`src/design/jtok_pkg.sv`:
```
`timescale 1ns / 1ps
// Shared types, character constants and helper functions for the JSON tokenizer.
// No dependencies; imported by jtok_lexer, jtok_queue and json_tokenizer.

package jtok_pkg;

    // Width of the line counter and of the line_number port
    localparam int LINE_BITS = 24;

    // Lexer modes
    typedef enum logic [2:0] {
        MODE_IDLE = 3'd0,
        MODE_BARE = 3'd1,
        MODE_STR  = 3'd2,
        MODE_ESC  = 3'd3,
        MODE_HEX  = 3'd4
    } jtok_mode_t;

    // Result kinds
    typedef enum logic [1:0] {
        KIND_CHAR = 2'd0,
        KIND_END  = 2'd1,
        KIND_ERR  = 2'd2,
        KIND_DOC  = 2'd3
    } jtok_kind_t;

    // Error codes
    typedef enum logic [1:0] {
        ERR_ESCAPE = 2'd0,
        ERR_HEX    = 2'd1,
        ERR_OPEN   = 2'd2
    } jtok_err_t;

    // Character constants
    localparam logic [7:0] CH_TAB    = 8'h09;
    localparam logic [7:0] CH_LF     = 8'h0A;
    localparam logic [7:0] CH_CR     = 8'h0D;
    localparam logic [7:0] CH_SPACE  = 8'h20;
    localparam logic [7:0] CH_QUOTE  = 8'h22;
    localparam logic [7:0] CH_COMMA  = 8'h2C;
    localparam logic [7:0] CH_SLASH  = 8'h2F;
    localparam logic [7:0] CH_COLON  = 8'h3A;
    localparam logic [7:0] CH_LBRACK = 8'h5B;
    localparam logic [7:0] CH_BSLASH = 8'h5C;
    localparam logic [7:0] CH_RBRACK = 8'h5D;
    localparam logic [7:0] CH_LOW_B  = 8'h62;
    localparam logic [7:0] CH_LOW_N  = 8'h6E;
    localparam logic [7:0] CH_LOW_R  = 8'h72;
    localparam logic [7:0] CH_LOW_T  = 8'h74;
    localparam logic [7:0] CH_LOW_U  = 8'h75;
    localparam logic [7:0] CH_LBRACE = 8'h7B;
    localparam logic [7:0] CH_RBRACE = 8'h7D;
    localparam logic [7:0] CH_BS     = 8'h08;

    // One result transaction
    typedef struct packed {
        logic [1:0]           kind;
        logic [15:0]          code_unit;
        logic                 in_string;
        logic [1:0]           error_code;
        logic [LINE_BITS-1:0] line_number;
        logic                 last_of_run;
    } jtok_res_t;

    // All results caused by one input byte (up to three)
    typedef struct packed {
        logic [1:0]           count;
        jtok_res_t [2:0]      res;
    } jtok_bundle_t;

    function automatic logic is_single(input logic [7:0] c);
        return (c == CH_COLON) || (c == CH_COMMA) || (c == CH_LBRACE) ||
               (c == CH_RBRACE) || (c == CH_LBRACK) || (c == CH_RBRACK);
    endfunction

    function automatic logic is_space(input logic [7:0] c);
        return (c == CH_SPACE) || (c == CH_TAB) || (c == CH_CR) || (c == CH_LF);
    endfunction

    // Returns {valid, value}; accepts 0-9, A-F and a-f
    function automatic logic [4:0] hex_digit(input logic [7:0] c);
        logic [4:0] r;
        r = 5'd0;
        if (c >= 8'h30 && c <= 8'h39) begin
            r = {1'b1, c[3:0]};
        end else if ((c >= 8'h41 && c <= 8'h46) || (c >= 8'h61 && c <= 8'h66)) begin
            r = {1'b1, c[3:0] + 4'd9};
        end
        return r;
    endfunction

    function automatic jtok_res_t mk_res(input logic [1:0] kind, input logic [15:0] cu,
                                         input logic ins, input logic [1:0] err);
        jtok_res_t r;
        r             = '0;
        r.kind        = kind;
        r.code_unit   = cu;
        r.in_string   = ins;
        r.error_code  = err;
        return r;
    endfunction

endpackage

```
`src/design/jtok_lexer.sv`:
```
`timescale 1ns / 1ps
// Lexer state and next-state logic: turns one accepted byte into a bundle of
// up to three results. Depends on jtok_pkg.

module jtok_lexer
    import jtok_pkg::*;
(
    input  logic         aclk,
    input  logic         aresetn,
    input  logic         accept,
    input  logic [7:0]   text_byte,
    input  logic         end_of_text,
    output jtok_bundle_t bundle
);

    jtok_mode_t           mode_reg, mode_next;
    logic [1:0]           hex_cnt_reg, hex_cnt_next;
    logic [11:0]          hex_acc_reg, hex_acc_next;
    logic [LINE_BITS-1:0] line_reg, line_next;

    // Next state and results for the byte on the input
    always_comb begin
        logic [LINE_BITS-1:0] line_bump;
        logic [LINE_BITS-1:0] line_shown;
        logic [4:0]           hd;
        logic [1:0]           cnt;
        jtok_res_t [2:0]      r;

        mode_next    = mode_reg;
        hex_cnt_next = hex_cnt_reg;
        hex_acc_next = hex_acc_reg;
        cnt          = 2'd0;
        r            = '0;
        hd           = hex_digit(text_byte);

        // Line count saturates at all ones
        line_bump = line_reg;
        if (text_byte == CH_LF && line_reg != {LINE_BITS{1'b1}}) begin
            line_bump = line_reg + LINE_BITS'(1);
        end

        if (end_of_text) begin
            line_shown = line_reg;
            line_next  = LINE_BITS'(1);
            if (mode_reg == MODE_BARE) begin
                r[0] = mk_res(KIND_END, 16'd0, 1'b0, ERR_ESCAPE);
                r[1] = mk_res(KIND_DOC, 16'd0, 1'b0, ERR_ESCAPE);
                cnt  = 2'd2;
            end else if (mode_reg == MODE_STR || mode_reg == MODE_ESC ||
                         mode_reg == MODE_HEX) begin
                r[0] = mk_res(KIND_ERR, 16'd0, 1'b1, ERR_OPEN);
                r[1] = mk_res(KIND_DOC, 16'd0, 1'b0, ERR_ESCAPE);
                cnt  = 2'd2;
            end else begin
                r[0] = mk_res(KIND_DOC, 16'd0, 1'b0, ERR_ESCAPE);
                cnt  = 2'd1;
            end
            mode_next    = MODE_IDLE;
            hex_cnt_next = 2'd0;
            hex_acc_next = 12'd0;
        end else begin
            line_shown = line_bump;
            line_next  = line_bump;
            unique case (mode_reg)
                MODE_BARE: begin
                    if (is_space(text_byte)) begin
                        r[0]      = mk_res(KIND_END, 16'd0, 1'b0, ERR_ESCAPE);
                        cnt       = 2'd1;
                        mode_next = MODE_IDLE;
                    end else if (is_single(text_byte)) begin
                        r[0]      = mk_res(KIND_END, 16'd0, 1'b0, ERR_ESCAPE);
                        r[1]      = mk_res(KIND_CHAR, {8'd0, text_byte}, 1'b0, ERR_ESCAPE);
                        r[2]      = mk_res(KIND_END, 16'd0, 1'b0, ERR_ESCAPE);
                        cnt       = 2'd3;
                        mode_next = MODE_IDLE;
                    end else if (text_byte == CH_QUOTE) begin
                        // bare token turns into a string token
                        mode_next = MODE_STR;
                    end else begin
                        r[0] = mk_res(KIND_CHAR, {8'd0, text_byte}, 1'b0, ERR_ESCAPE);
                        cnt  = 2'd1;
                    end
                end
                MODE_STR: begin
                    if (text_byte == CH_BSLASH) begin
                        mode_next = MODE_ESC;
                    end else if (text_byte == CH_QUOTE) begin
                        r[0]      = mk_res(KIND_END, 16'd0, 1'b1, ERR_ESCAPE);
                        cnt       = 2'd1;
                        mode_next = MODE_IDLE;
                    end else begin
                        r[0] = mk_res(KIND_CHAR, {8'd0, text_byte}, 1'b1, ERR_ESCAPE);
                        cnt  = 2'd1;
                    end
                end
                MODE_ESC: begin
                    mode_next = MODE_STR;
                    cnt       = 2'd1;
                    case (text_byte)
                        CH_BSLASH: r[0] = mk_res(KIND_CHAR, {8'd0, CH_BSLASH}, 1'b1, ERR_ESCAPE);
                        CH_QUOTE:  r[0] = mk_res(KIND_CHAR, {8'd0, CH_QUOTE}, 1'b1, ERR_ESCAPE);
                        CH_SLASH:  r[0] = mk_res(KIND_CHAR, {8'd0, CH_SLASH}, 1'b1, ERR_ESCAPE);
                        CH_LOW_B:  r[0] = mk_res(KIND_CHAR, {8'd0, CH_BS}, 1'b1, ERR_ESCAPE);
                        CH_LOW_N:  r[0] = mk_res(KIND_CHAR, {8'd0, CH_LF}, 1'b1, ERR_ESCAPE);
                        CH_LOW_R:  r[0] = mk_res(KIND_CHAR, {8'd0, CH_CR}, 1'b1, ERR_ESCAPE);
                        CH_LOW_T:  r[0] = mk_res(KIND_CHAR, {8'd0, CH_TAB}, 1'b1, ERR_ESCAPE);
                        CH_LOW_U: begin
                            cnt          = 2'd0;
                            hex_cnt_next = 2'd0;
                            hex_acc_next = 12'd0;
                            mode_next    = MODE_HEX;
                        end
                        default: begin
                            r[0]      = mk_res(KIND_ERR, 16'd0, 1'b1, ERR_ESCAPE);
                            mode_next = MODE_IDLE;
                        end
                    endcase
                end
                MODE_HEX: begin
                    if (!hd[4]) begin
                        r[0]      = mk_res(KIND_ERR, 16'd0, 1'b1, ERR_HEX);
                        cnt       = 2'd1;
                        mode_next = MODE_IDLE;
                    end else if (hex_cnt_reg == 2'd3) begin
                        // fourth digit completes the code unit
                        r[0]         = mk_res(KIND_CHAR, {hex_acc_reg, hd[3:0]}, 1'b1,
                                              ERR_ESCAPE);
                        cnt          = 2'd1;
                        hex_cnt_next = 2'd0;
                        hex_acc_next = 12'd0;
                        mode_next    = MODE_STR;
                    end else begin
                        hex_acc_next = {hex_acc_reg[7:0], hd[3:0]};
                        hex_cnt_next = hex_cnt_reg + 2'd1;
                    end
                end
                default: begin
                    // between tokens
                    if (is_space(text_byte)) begin
                        cnt = 2'd0;
                    end else if (is_single(text_byte)) begin
                        r[0] = mk_res(KIND_CHAR, {8'd0, text_byte}, 1'b0, ERR_ESCAPE);
                        r[1] = mk_res(KIND_END, 16'd0, 1'b0, ERR_ESCAPE);
                        cnt  = 2'd2;
                    end else if (text_byte == CH_QUOTE) begin
                        mode_next = MODE_STR;
                    end else begin
                        r[0]      = mk_res(KIND_CHAR, {8'd0, text_byte}, 1'b0, ERR_ESCAPE);
                        cnt       = 2'd1;
                        mode_next = MODE_BARE;
                    end
                end
            endcase
            // errors drop any partial escape
            if (mode_next == MODE_IDLE) begin
                hex_cnt_next = 2'd0;
                hex_acc_next = 12'd0;
            end
        end

        // Stamp line numbers and mark the last result of the run
        for (int i = 0; i < 3; i++) begin
            r[i].line_number = line_shown;
        end
        case (cnt)
            2'd1:    r[0].last_of_run = 1'b1;
            2'd2:    r[1].last_of_run = 1'b1;
            2'd3:    r[2].last_of_run = 1'b1;
            default: ;
        endcase

        bundle.count = cnt;
        bundle.res   = r;
    end

    // State registers, updated on each accepted transaction
    always_ff @(posedge aclk) begin
        if (!aresetn) begin
            mode_reg    <= MODE_IDLE;
            hex_cnt_reg <= 2'd0;
            hex_acc_reg <= 12'd0;
            line_reg    <= LINE_BITS'(1);
        end else if (accept) begin
            mode_reg    <= mode_next;
            hex_cnt_reg <= hex_cnt_next;
            hex_acc_reg <= hex_acc_next;
            line_reg    <= line_next;
        end
    end

`ifndef SYNTH
    a_line_nonzero: assert property (@(posedge aclk) disable iff (!aresetn)
        line_reg != '0)
        else $error("line counter reached zero");

    a_hex_only_in_hex: assert property (@(posedge aclk) disable iff (!aresetn)
        (hex_cnt_reg != 2'd0) |-> (mode_reg == MODE_HEX))
        else $error("hex digit count outside of a \\u escape");

    a_eot_resets: assert property (@(posedge aclk) disable iff (!aresetn)
        (accept && end_of_text) |=> (line_reg == LINE_BITS'(1) && mode_reg == MODE_IDLE))
        else $error("end of text did not return the lexer to its reset state");
`endif

endmodule

```
`src/design/jtok_queue.sv`:
```
`timescale 1ns / 1ps
// Two-deep bundle buffer that serializes each bundle into single result
// transactions. Depends on jtok_pkg.

module jtok_queue
    import jtok_pkg::*;
(
    input  logic         aclk,
    input  logic         aresetn,
    input  logic         push,
    input  jtok_bundle_t bundle,
    output logic         in_ready,
    output logic         out_valid,
    input  logic         out_ready,
    output jtok_res_t    out_res
);

    logic         head_valid_reg, spare_valid_reg;
    jtok_bundle_t head_reg, spare_reg;
    logic [1:0]   idx_reg;
    logic         take, pop;

    assign in_ready  = !spare_valid_reg;
    assign out_valid = head_valid_reg;
    assign out_res   = head_reg.res[idx_reg];
    assign take      = head_valid_reg && out_ready;
    assign pop       = take && (idx_reg == head_reg.count - 2'd1);

    // Control: valid flags and the result index within the head bundle
    always_ff @(posedge aclk) begin
        if (!aresetn) begin
            head_valid_reg  <= 1'b0;
            spare_valid_reg <= 1'b0;
            idx_reg         <= 2'd0;
        end else begin
            if (pop) begin
                idx_reg <= 2'd0;
                if (spare_valid_reg) begin
                    spare_valid_reg <= 1'b0;
                end else begin
                    head_valid_reg <= push;
                end
            end else begin
                if (take) begin
                    idx_reg <= idx_reg + 2'd1;
                end
                if (push) begin
                    if (head_valid_reg) begin
                        spare_valid_reg <= 1'b1;
                    end else begin
                        head_valid_reg <= 1'b1;
                    end
                end
            end
        end
    end

    // Payload: bundles move without reset
    always_ff @(posedge aclk) begin
        if (pop && spare_valid_reg) begin
            head_reg <= spare_reg;
        end else if (push && (pop || !head_valid_reg)) begin
            head_reg <= bundle;
        end
        if (push && head_valid_reg && !pop) begin
            spare_reg <= bundle;
        end
    end

`ifndef SYNTH
    a_spare_needs_head: assert property (@(posedge aclk) disable iff (!aresetn)
        spare_valid_reg |-> head_valid_reg)
        else $error("spare bundle held without a head bundle");

    a_idx_in_range: assert property (@(posedge aclk) disable iff (!aresetn)
        head_valid_reg |-> (idx_reg < head_reg.count))
        else $error("result index past end of head bundle");

    a_no_empty_head: assert property (@(posedge aclk) disable iff (!aresetn)
        head_valid_reg |-> (head_reg.count != 2'd0))
        else $error("empty bundle stored in queue");
`endif

endmodule

```
`src/design/json_tokenizer.sv`:
```
`timescale 1ns / 1ps
// JSON tokenizer: one byte of text in, token characters and markers out.
// Channels: s_* takes a text byte or an end-of-text mark per transaction;
//   m_* delivers one result per transaction (token character, token end,
//   error or document end), last_of_run set on the last result of a byte.
// First result: valid in the cycle after the byte is accepted when the buffer
//   is empty; otherwise the bundle waits in the buffer. Bytes that cause no
//   result (whitespace between tokens, opening quote, backslash, first three hex digits) leave no trace.
// Throughput: one byte per cycle while each byte yields at most one result
//   and m_ready is high. A byte with several results holds the output until
//   each has been taken; the second bundle slot takes one more result-bearing
//   byte meanwhile. s_ready drops only when both slots are full.
// Reset (aresetn low, synchronous): lexer between tokens, line counter 1,
//   buffer empty. End of text also returns the lexer to this state.
// Stall: with m_ready low the current result holds steady; at most one
//   more byte's bundle is taken in before s_ready goes low.
// Depends on jtok_pkg, jtok_lexer and jtok_queue.

module json_tokenizer
    import jtok_pkg::*;
(
    input  logic                 aclk,
    input  logic                 aresetn,
    input  logic                 s_valid,
    output logic                 s_ready,
    input  logic [7:0]           s_text_byte,
    input  logic                 s_end_of_text,
    output logic                 m_valid,
    input  logic                 m_ready,
    output logic [1:0]           m_kind,
    output logic [15:0]          m_code_unit,
    output logic                 m_in_string,
    output logic [1:0]           m_error_code,
    output logic [LINE_BITS-1:0] m_line_number,
    output logic                 m_last_of_run
);

    logic         accept;
    jtok_bundle_t bundle;
    jtok_res_t    res;

    assign accept = s_valid && s_ready;

    jtok_lexer u_lexer (
        .aclk        (aclk),
        .aresetn     (aresetn),
        .accept      (accept),
        .text_byte   (s_text_byte),
        .end_of_text (s_end_of_text),
        .bundle      (bundle)
    );

    jtok_queue u_queue (
        .aclk      (aclk),
        .aresetn   (aresetn),
        .push      (accept && (bundle.count != 2'd0)),
        .bundle    (bundle),
        .in_ready  (s_ready),
        .out_valid (m_valid),
        .out_ready (m_ready),
        .out_res   (res)
    );

    // Result fields
    assign m_kind        = res.kind;
    assign m_code_unit   = res.code_unit;
    assign m_in_string   = res.in_string;
    assign m_error_code  = res.error_code;
    assign m_line_number = res.line_number;
    assign m_last_of_run = res.last_of_run;

endmodule
```
`config.mk`:
```
export PLATFORM = sky130hd
export DESIGN_NAME = json_tokenizer
export DESIGN_NICKNAME = d
export VERILOG_FILES = /design/src/design/jtok_pkg.sv /design/src/design/jtok_lexer.sv /design/src/design/jtok_queue.sv /design/src/design/json_tokenizer.sv
export SDC_FILE = /design/constraint.sdc
export NUM_CORES = 1
export LEC_CHECK = 0
export CAP_MARGIN = 20
export CORE_ASPECT_RATIO = 1.25
export CORE_MARGIN = 1
export CORE_UTILIZATION = 30
export DETAILED_ROUTE_END_ITERATION = 6
export DONT_BUFFER_PORTS = 1
export GPL_TIMING_DRIVEN = 0
export PLACE_DENSITY_LB_ADDON = 0.12
export SYNTH_ARGS = -nofsm -noshare
export SYNTH_HDL_FRONTEND = slang
export SYNTH_SLANG_ARGS = --single-unit
```
`constraint.sdc`:
```
create_clock -name aclk -period 8.58 [get_ports aclk]
set_input_delay 1.287 -clock aclk [delete_from_list [all_inputs] [get_ports aclk]]
set_output_delay 1.287 -clock aclk [all_outputs]
set_load 0.02 [all_outputs]
```
==> summary.txt, run 1 <==
Run status
  • Status: finished, final reports clean

Cells and area
  • Final Cell Area: approximately 10000 sq um
  • Filler cells: 2883
  • Nets: slightly below 900
  • Share of cells above drive strength 1: between 10% and 20%
  • # diodes: 0
  • Fin util: a little over a third
  • Register area: roughly 4600 sq um
  • Multi-input gate area: 3926 sq um
  • P&R area growth vs syn: 13.61%

Global routing
  • Largest net degree at the start of global routing: 27
  • Initial antenna violation count: 0
  • Gr usage total: roughly 17%
  • First-pass GRT wire length: approximately 38 mm
  • Vias in the first global route: about 6200
  • Total gr overflow: 0

Timing
  • Hold WS: roughly 0.46 ns
  • Fin crit period: between 4 and 5 ns
  • Period utilisation layout: between 50% and 60%
  • Hold Vio Cnt, Final: 0
  • Finish-stage setup viols: 0
  • Tightest Pin Transition: between 0.9 and 1 ns
  • Final Max Slew Viols: 0
  • Skew final: roughly 0.012 ns
  • Final setup margin: 4.032 ns
  • Fmax: 219.9 MHz
  • Unrepaired setup endpoints after global routing: no
  • Slew headroom: approximately 36%

Drt
  • Antenna viol nets, final: 0
  • Initial DRC Count: 442
  • Vias/cell: between 5 and 6
  • Initial DRT Pass Iterations: 5
  • Drt total wl: 24.53 mm
  • Drt drc: 0
  • Via count: 6344
  • DR WL/cell: 19.35 microns

Synth
  • Syn Nets: 860
  • Synth top area cells: edfxtp_1 42%, dfxtp_1 10%, mux2_2 5.3%, nand2_1 4.3%, nor2_1 3.3%
  • FFs w/ async S/R, synth: 0%
  • Syn Inst Count: 840
  • Area of the mapped netlist: between 8000 and 9000 sq um
  • Post-synth top cells: 122 x edfxtp_1, 100 x nand2_1, 78 x nor2_1, 45 x dfxtp_1, 43 x and2_1
  • Most frequent cell after synthesis: edfxtp_1
  • Synth Flop Type: edfxtp_1
  • Area leader, netlist: edfxtp_1
  • Syn. warnings: 0
  • Yosys cell types: 80
  • FF+latch count, synth: about 170
  • Post-synthesis sequential area ratio: approximately 52%
  • Mapped Avg Cell Area: around 10 sq um
  • Post-synth top area share: 41.76%
  • Post-synth EDFFs: around 120

Worst hold path
  • Hold Crit Depth: 2
  • Worst min path class: flop to flop
  • Hold endpoint: u_lexer.hex_acc_reg[10]$_SDFFE_PN0P_
  • HP Start: u_lexer.hex_acc_reg[10]$_SDFFE_PN0P_

Die
  • Chip height: just under 200 microns
  • Core Box Area: ~29000 sq um
  • Die Wd: between 150 and 200 microns
  • Initial Util: a little under a third
  • FP Rows: 69
  • Full die area: around 30000 sq um
  • Num ports: 61

Power
  • Leakage: between 3 and 4 nW
  • Net Sw Frac: a little over a quarter
  • Pint: 1.391 mW
  • Comb pwr share: 9.6%
  • Sequential fraction of design power: between 40% and 50%
  • Power density cells: 189.1 nW/um^2
  • Maximum vdd drop: 0.0001211 V
  • Clock Power Share: about 42%
  • Final Total Pwr: 1.884 mW
  • Sw Pwr: between 400 and 500 uW

Worst setup path
  • Crit Reg-Reg Endpoint: u_queue.head_reg[78]$_DFFE_PP_
  • Path depth of the worst reg2reg path: 9
  • Critical path peak fanout: 16
  • Required time of the critical path: slightly below 9 ns
  • FF-to-FF Start: u_lexer.mode_reg[1]$_SDFFE_PN0P_
  • R2R Setup Slk: ~4.9 ns
  • Critical path class: input port to flop
  • Kind of end point of the critical path: flop
  • WP data arrival: approximately 4.7 ns
  • Critical path launch point type: input port

Placement
  • Buffers on Ports: 0
  • Dpl cell area: around 9400 sq um
  • Post-detail-place hpwl: 17.68 mm
  • GPL Wtd Cong: roughly 0.9
  • Post-Place Setup Slack: about 3.5 ns

Clocking
  • Clock Latency Late Sink: between 0.4 and 0.5 ns
  • Clock-pin slew on the worst setup and hold paths: around 0.07 ns
  • Cts hold-fix bufs: 0
  • CTS root buf: clkbuf_16
  • CTS tree: done
  • CTS Buf Count: 17
  • Post-CTS Setup Inserts: 0
  • Post-CTS Resized: 0
  • H-tree depth: 4
  • CTS max path bufs: 2
  • CTS sink count: ~170

Job
  • Max Cap Violations: 0
[critical path, cell delays in order]
cell,delay [ns]
inv_1,0.09
ha_1,0.29
nor2b_1,0.20
a32oi_1,0.34
o31a_2,0.30
buf_2,0.26
a31oi_1,0.11
o311ai_1,0.47
o21ai_0,0.23
a22oi_2,0.65
buf_8,0.26
buf_8,0.19
[worst max path at each step]
stage                                           to  cells past startpoint      startpoint  slack, ns
floorplan            u_queue.head_reg[0]$_DFFE_PP_                     10  s_text_byte[0]       2.07
global placement    u_queue.head_reg[39]$_DFFE_PP_                     10  s_text_byte[0]      -0.60
detailed placement  u_queue.head_reg[39]$_DFFE_PP_                     12  s_text_byte[0]       3.54
CTS                 u_queue.head_reg[78]$_DFFE_PP_                     12  s_text_byte[0]       4.03
global route        u_queue.head_reg[29]$_DFFE_PP_                     12  s_text_byte[0]       3.83
finish              u_queue.head_reg[78]$_DFFE_PP_                     12  s_text_byte[0]       4.03
[final cells by class]
class	instances	share of cell area, %
inverter	12	0.4519
clock buffer	18	4.306
sequential	167	45.79
multi-input combinational	607	39.39
tap	390	4.896
buffer	54	2.511
clock inverter	14	1.644
timing repair buffer	6	1.004
[per-layer routing]
layer  track usage [%]  wire length (microns)  up-vias
met5                 0                      0        -
li1                  -                      -     3098
met4             7.273                    610        0
met1             22.42                  11380     3082
met3             2.973                   1007       26
met2             27.55                  11540      138
[cells by family (layout without fill, tap and decap cells)]
| family | Yosys count | in the layout | synth area share (%) |
|---|---|---|---|
| xor gates and xnor gates | 32 | 32 | 3.195 |
| AOI/OAI and AO/OA | 144 | 144 | 11.10 |
| muxes | 67 | 67 | 8.343 |
| adders and majority gates | 7 | 7 | 0.9982 |
| and+or+nand+nor | 356 | 356 | 20.94 |
| other | 1 | 1 | 0.04274 |
| buffers and inverters | 66 | 104 | 3.366 |
| DFF | 167 | 167 | 52.03 |
[layout by cell type, fill, tap and decap left out, types with 6 or more instances in the layout]
cell type  netlist  layout
mux2_2          41      41
inv_1           10      10
edfxtp_1       122     122
a31oi_1         14      14
nand3_1         26      26
and3_1          21      21
clkbuf_16        0      17
and2_1          43      43
nand4_1          6       6
xnor2_1         12      12
o21ai_0         32      32
or3_1            9       9
ha_1             7       7
dfxtp_1         45      45
nor2_1          78      77
buf_1            6       6
nor4_1           8       8
nor2b_1          9       9
nor3_1          19      19
xor2_1          20      20
o22ai_1          6       6
clkbuf_1        39      40
a21oi_1         34      34
nand2_1        100     100
mux2i_1         24      24
a21o_1           8       8
[metrics by stage]
| stage | cells | TNS [ns] |
|---|---|---|
| final | 1268 | 0 |
| after global routing | 1268 | 0 |
| after CTS | 1268 | 0 |
| after detailed placement | 1236 | 0 |
| after global placement | 1230 | -35.97 |
| after floorplan | 840 | 0 |
[power groups by stage]
stage          Combinational [mW]  Sequential [mW]  Clock, mW
6_report                    0.181            0.909      0.795
3_5_place_dp                0.184            0.927          0
2_1_floorplan               0.128            0.929          0
5_1_grt                     0.198            0.912      0.843
4_1_cts                     0.185            0.909      0.816
3_3_place_gp                0.175            0.935          0
(Power assumes the default switching activity.)
==> run 2: changes to the inputs <==
- clock period: 8.58 -> 4.7 ns (I/O delays scaled with it)
==> summary.txt, run 2 (synthesis gave the netlist of run 1 again) <==
Timing
  • Period utilisation layout: between 80 and 90%
  • Tightest Pin Transition: slightly below 1 ns
  • Finish-stage setup viols: 0
  • Fin crit period: approximately 4 ns
  • Unrepaired setup endpoints after global routing: no
  • Hold WS: between 0.4 and 0.5 ns
  • Slew headroom: between 30% and 40%
  • Fmax: ~240 MHz
  • Hold Vio Cnt, Final: 0
  • Final Max Slew Viols: 0
  • Skew final: 0.01066 ns
  • Final setup margin: approximately 0.6 ns

Global routing
  • Gr usage total: about 17%
  • Largest net degree at the start of global routing: 24
  • First-pass GRT wire length: between 30 and 40 mm
  • Initial antenna violation count: 1
  • Vias in the first global route: 6427
  • Total gr overflow: 0

Worst setup path
  • Crit path cell chain: inv_1 -> ha_1 -> nor2b_1 -> a32oi_1 -> o31a_2 -> buf_2 -> a31oi_1 -> o311ai_1 -> o21ai_0 -> a22oi_2 -> buf_8 -> buf_8
  • Required time of the critical path: between 4 and 5 ns
  • CP most frequent cell: buf_8
  • Crit Reg-Reg Endpoint: u_queue.head_reg[28]$_DFFE_PP_
  • Crit path launch: s_text_byte[0]
  • R2R Setup Slk: a little over 0.9 ns
  • FF-to-FF Start: u_lexer.mode_reg[1]$_SDFFE_PN0P_
  • Critical Path Max Stage Delay: 0.78 ns
  • Setup crit end: u_queue.head_reg[28]$_DFFE_PP_
  • WP data arrival: approximately 4.2 ns
  • Critical path's slowest cell: a22oi_2
  • Critical path peak fanout: 15
  • Critical path launch point type: input port
  • Kind of end point of the critical path: flop
  • Critical path class: input port to flop
  • Path depth of the worst reg2reg path: 9

Placement
  • Dpl cell area: between 9000 and 10000 sq um
  • Post-detail-place hpwl: 17.71 mm
  • Post-Place Setup Slack: around 0.095 ns
  • Buffers on Ports: 0
  • GPL Wtd Cong: between 0.8 and 0.9

Clocking
  • CTS root buf: clkbuf_16
  • CTS Buf Count: 17
  • Post-CTS Setup Inserts: 0
  • Clock Latency Late Sink: approximately 0.44 ns
  • Cts hold-fix bufs: 0
  • Post-CTS Resized: 0
  • CTS tree: done
  • Clock-pin slew on the worst setup and hold paths: ~0.06 ns
  • H-tree depth: 4
  • CTS sink count: around 170
  • CTS max path bufs: 2

Die
  • FP Rows: 69
  • Num ports: 61
  • Die Wd: around 150 microns
  • Core Box Area: roughly 29000 sq um
  • Full die area: 29940 sq um
  • Chip height: 193.2 microns
  • Initial Util: ~31%

Power
  • Maximum vdd drop: between 0.0002 and 0.00025 V
  • Final Total Pwr: around 3.6 mW
  • Leakage: 3.708 nW
  • Power density cells: 355.0 nW/um^2

Cells and area
  • Final Cell Area: 10040 sq um
  • Most frequent cells in the layout: 122 x edfxtp_1, 100 x nand2_1, 77 x nor2_1, 45 x dfxtp_1, 43 x and2_1
  • Nets: a little under 900
  • P&R area growth vs syn: 14.45%
  • Share of cells above drive strength 1: 12.64%
  • Commonest non-fill, non-tap cell in the layout: edfxtp_1
  • # diodes: 0

Drt
  • Drt drc: 0
  • Via count: roughly 6400
  • Initial DRC Count: roughly 370
  • Vias/cell: between 5 and 6
  • Drt total wl: around 25 mm
  • DR WL/cell: between 15 and 20 microns
  • Initial DRT Pass Iterations: 5
  • Antenna viol nets, final: 0

Worst hold path
  • Worst min path class: flop to flop

Job
  • Max Cap Violations: 0

Run status
  • Status: finished, final reports clean
run 2: metal layers:
layer / global-route usage (%) / vias up / share of wire [%]
met2: 27.62 / 149 / 46
met3: 3.621 / 42 / 4.1
met4: 7.692 / 0 / 3.2
li1: - / 3101 / -
met1: 22.63 / 3098 / 47
met5: 0 / - / 0
run 2: worst min-delay path by stage:
stage | from | end | slack (ns) | cells after the start
after floorplan | u_lexer.hex_acc_reg[10]$_SDFFE_PN0P_ | u_lexer.hex_acc_reg[10]$_SDFFE_PN0P_ | 0.43 | 2
after global placement | u_lexer.hex_acc_reg[8]$_SDFFE_PN0P_ | u_lexer.hex_acc_reg[8]$_SDFFE_PN0P_ | 0.44 | 2
after detailed placement | u_lexer.hex_acc_reg[11]$_SDFFE_PN0P_ | u_lexer.hex_acc_reg[11]$_SDFFE_PN0P_ | 0.45 | 2
after CTS | u_lexer.hex_acc_reg[8]$_SDFFE_PN0P_ | u_lexer.hex_acc_reg[8]$_SDFFE_PN0P_ | 0.46 | 2
after global routing | s_text_byte[6] | u_queue.spare_reg[80]$_DFFE_PP_ | 0.49 | 1
final | u_lexer.hex_acc_reg[8]$_SDFFE_PN0P_ | u_lexer.hex_acc_reg[8]$_SDFFE_PN0P_ | 0.46 | 2
run 2: final cells by class:
cell class,instances,area [sq um]
multi-input cells,607,3926
clock buffers,20,446.7
flip-flops and latches,167,4564
fillers,2890,18540
well taps,390,488.0
clock inverters,12,200.2
plain buffers,54,250.2
repair buffers,6,120.1
inverters,12,45.04
run 2: per-stage QoR:
| step | TNS (ns) | cells | util, % |
|---|---|---|---|
| global placement | -200.36 | 1230 | 32.44 |
| floorplan | 0 | 840 | - |
| detailed placement | 0 | 1236 | 32.87 |
| CTS | 0 | 1268 | 35.14 |
| global route | 0 | 1268 | 35.14 |
| finish | 0 | 1268 | 35.14 |
run 2: power by group:
group          switching [mW]  internal [mW]
Clock                   0.608          0.958
Combinational           0.238         0.0991
Sequential             0.0156           1.64
Total                   0.862           2.70
run 2: worst max-delay path: cells and delay by family:
kind	cells	cell delay, ns
AO/OA/AOI/OAI	6	2.26
buffers and inverters	4	0.77
adder cells (fa/ha/maj)	1	0.30
AND/OR/NAND/NOR	1	0.20
==> run 3: changes to the inputs <==
- GPL_TIMING_DRIVEN: 0 -> 1
==> summary.txt, run 3 (synthesis gave the netlist of run 1 again) <==
Run status
  • Status: finished, final reports clean

Timing
  • Fin crit period: roughly 3.6 ns
  • Hold WS: 0.3600 ns
  • Skew final: between 0.01 and 0.015 ns
  • Unrepaired setup endpoints after global routing: no
  • Tightest Pin Transition: 0.9579 ns
  • Final Max Slew Viols: 0
  • Hold Vio Cnt, Final: 0
  • Finish-stage setup viols: 0
  • Period utilisation layout: 75.88%
  • Slew headroom: approximately 36%
  • Setup TNS: 0 ns
  • Fmax: between 200 and 300 MHz

Worst setup path
  • FF-to-FF Start: u_lexer.mode_reg[1]$_SDFFE_PN0P_
  • Crit path launch: u_lexer.mode_reg[1]$_SDFFE_PN0P_
  • Path depth of the worst reg2reg path: 8
  • Crit path cell chain: nor2_2 -> nand2_1 -> or3_2 -> and4_1 -> o311ai_1 -> o21ai_0 -> a22oi_2 -> buf_4
  • WP data arrival: about 3.6 ns
  • Critical Path Max Stage Delay: 0.65 ns
  • Required time of the critical path: 4.77 ns
  • Critical path peak fanout: 50
  • R2R Setup Slk: 1.13 ns
  • Setup crit end: u_queue.head_reg[33]$_DFFE_PP_
  • Critical path launch point type: flop
  • Critical path's slowest cell: or3_2
  • Crit Reg-Reg Endpoint: u_queue.head_reg[33]$_DFFE_PP_
  • Kind of end point of the critical path: flop
  • Critical path class: flop to flop

Global routing
  • Initial antenna violation count: 0
  • First-pass GRT wire length: between 30 and 40 mm
  • GRT met2 Usage: approximately a quarter
  • Total gr overflow: 0
  • Vias in the first global route: 6125
  • GRT Max-Usage Layer: met2
  • M3 GR Usage: between 3 and 4%
  • M1 GR Usage: approximately 22%
  • Gr usage total: 15.84%
  • Largest net degree at the start of global routing: 55

Clocking
  • H-tree depth: 4
  • Cts hold-fix bufs: 0
  • CTS Buf Count: 17
  • Post-CTS Setup Inserts: 0
  • Clock Latency Late Sink: ~0.44 ns
  • CTS sink count: 167
  • Post-CTS Resized: 0
  • CTS tree: done
  • CTS max path bufs: 2
  • CTS root buf: clkbuf_16
  • Clock-pin slew on the worst setup and hold paths: around 0.070 ns

Die
  • FP Rows: a little under 70
  • Core Box Area: 28580 sq um
  • Full die area: roughly 30000 sq um
  • Chip height: just under 200 microns
  • Initial Util: between 30% and 40%
  • Num ports: ~60
  • Die Wd: about 150 microns

Worst hold path
  • Worst min path class: input port to flop

Cells and area
  • Filler cells: 2899
  • Share of cells above drive strength 1: 13.58%
  • Most frequent cells in the layout: 122 x edfxtp_1, 100 x nand2_1, 76 x nor2_1, 45 x dfxtp_1, 43 x and2_1
  • Commonest non-fill, non-tap cell in the layout: edfxtp_1
  • # diodes: 0
  • P&R area growth vs syn: 10.65%
  • Nets: 839

Power
  • Power density cells: about 340 nW/um^2
  • Maximum vdd drop: around 0.00021 V
  • Leakage: ~3.6 nW

Placement
  • Buffers on Ports: 0
  • GPL Wtd Cong: 0.8547
  • Post-detail-place hpwl: between 15 and 20 mm

Drt
  • Antenna viol nets, final: 0
  • Initial DRC Count: roughly 400
  • Drt total wl: 22.80 mm
  • DR WL/cell: about 19 microns
  • Initial DRT Pass Iterations: 5
  • Via count: 6215
  • Drt drc: 0
  • Vias/cell: between 5 and 6

Job
  • Max Cap Violations: 0
## run 3: stage by stage
step | cells | worst slack [ns] | cell area, sq um | util, % | total power [mW]
global route | 1222 | 0.8503 | 9708 | 33.97 | 3.453
global placement | 1190 | 0.8693 | 9136 | 31.97 | 1.984
floorplan | 840 | 0.07915 | 8781 | - | 1.928
finish | 1222 | 1.133 | 9708 | 33.97 | 3.341
CTS | 1222 | 1.116 | 9708 | 33.97 | 3.383
detailed placement | 1190 | 0.7902 | 9136 | 31.97 | 1.986
## run 3: routing by layer
metal	routed length, microns	vias up
met5	0	-
met4	406	0
met3	958	25
met2	10380	161
met1	11050	3020
li1	-	3009
## run 3: worst max-delay path, delay by kind of cell (launching register included)
family,cells,cell delay (ns)
AOI/OAI and AO/OA,3,0.57
buffers and inverters,1,0.58
DFF,1,0.46
and+or+nand+nor,4,1.55
## run 3: final cells by class
type / instances / area, sq um / share of cell area [%]
clock buffer: 17 / 425.4 / 4.382
clock inverter: 15 / 146.4 / 1.508
inverter: 12 / 45.04 / 0.4640
multi-input combinational: 607 / 3934 / 40.52
sequential: 167 / 4564 / 47.02
tap: 390 / 488.0 / 5.026
timing repair buffer: 14 / 105.1 / 1.083
## run 3: report_power, final
| group | internal [mW] | switching, mW |
|---|---|---|
| Clock | 0.741 | 0.651 |
| Combinational | 0.0791 | 0.206 |
| Sequential | 1.65 | 0.0183 |
| Total | 2.47 | 0.876 |
## run 3: worst min-delay path by stage
stage,slack (ns),end,start,cells past startpoint
after global routing,0.34,u_lexer.line_reg[0]$_SDFFE_PN1P_,aresetn,1
after floorplan,0.43,u_lexer.hex_acc_reg[10]$_SDFFE_PN0P_,u_lexer.hex_acc_reg[10]$_SDFFE_PN0P_,2
final,0.36,u_lexer.line_reg[0]$_SDFFE_PN1P_,aresetn,1
after global placement,0.45,u_lexer.hex_acc_reg[10]$_SDFFE_PN0P_,u_lexer.hex_acc_reg[10]$_SDFFE_PN0P_,2
after CTS,0.34,u_lexer.line_reg[0]$_SDFFE_PN1P_,aresetn,1
after detailed placement,0.45,u_lexer.hex_acc_reg[10]$_SDFFE_PN0P_,u_lexer.hex_acc_reg[10]$_SDFFE_PN0P_,2
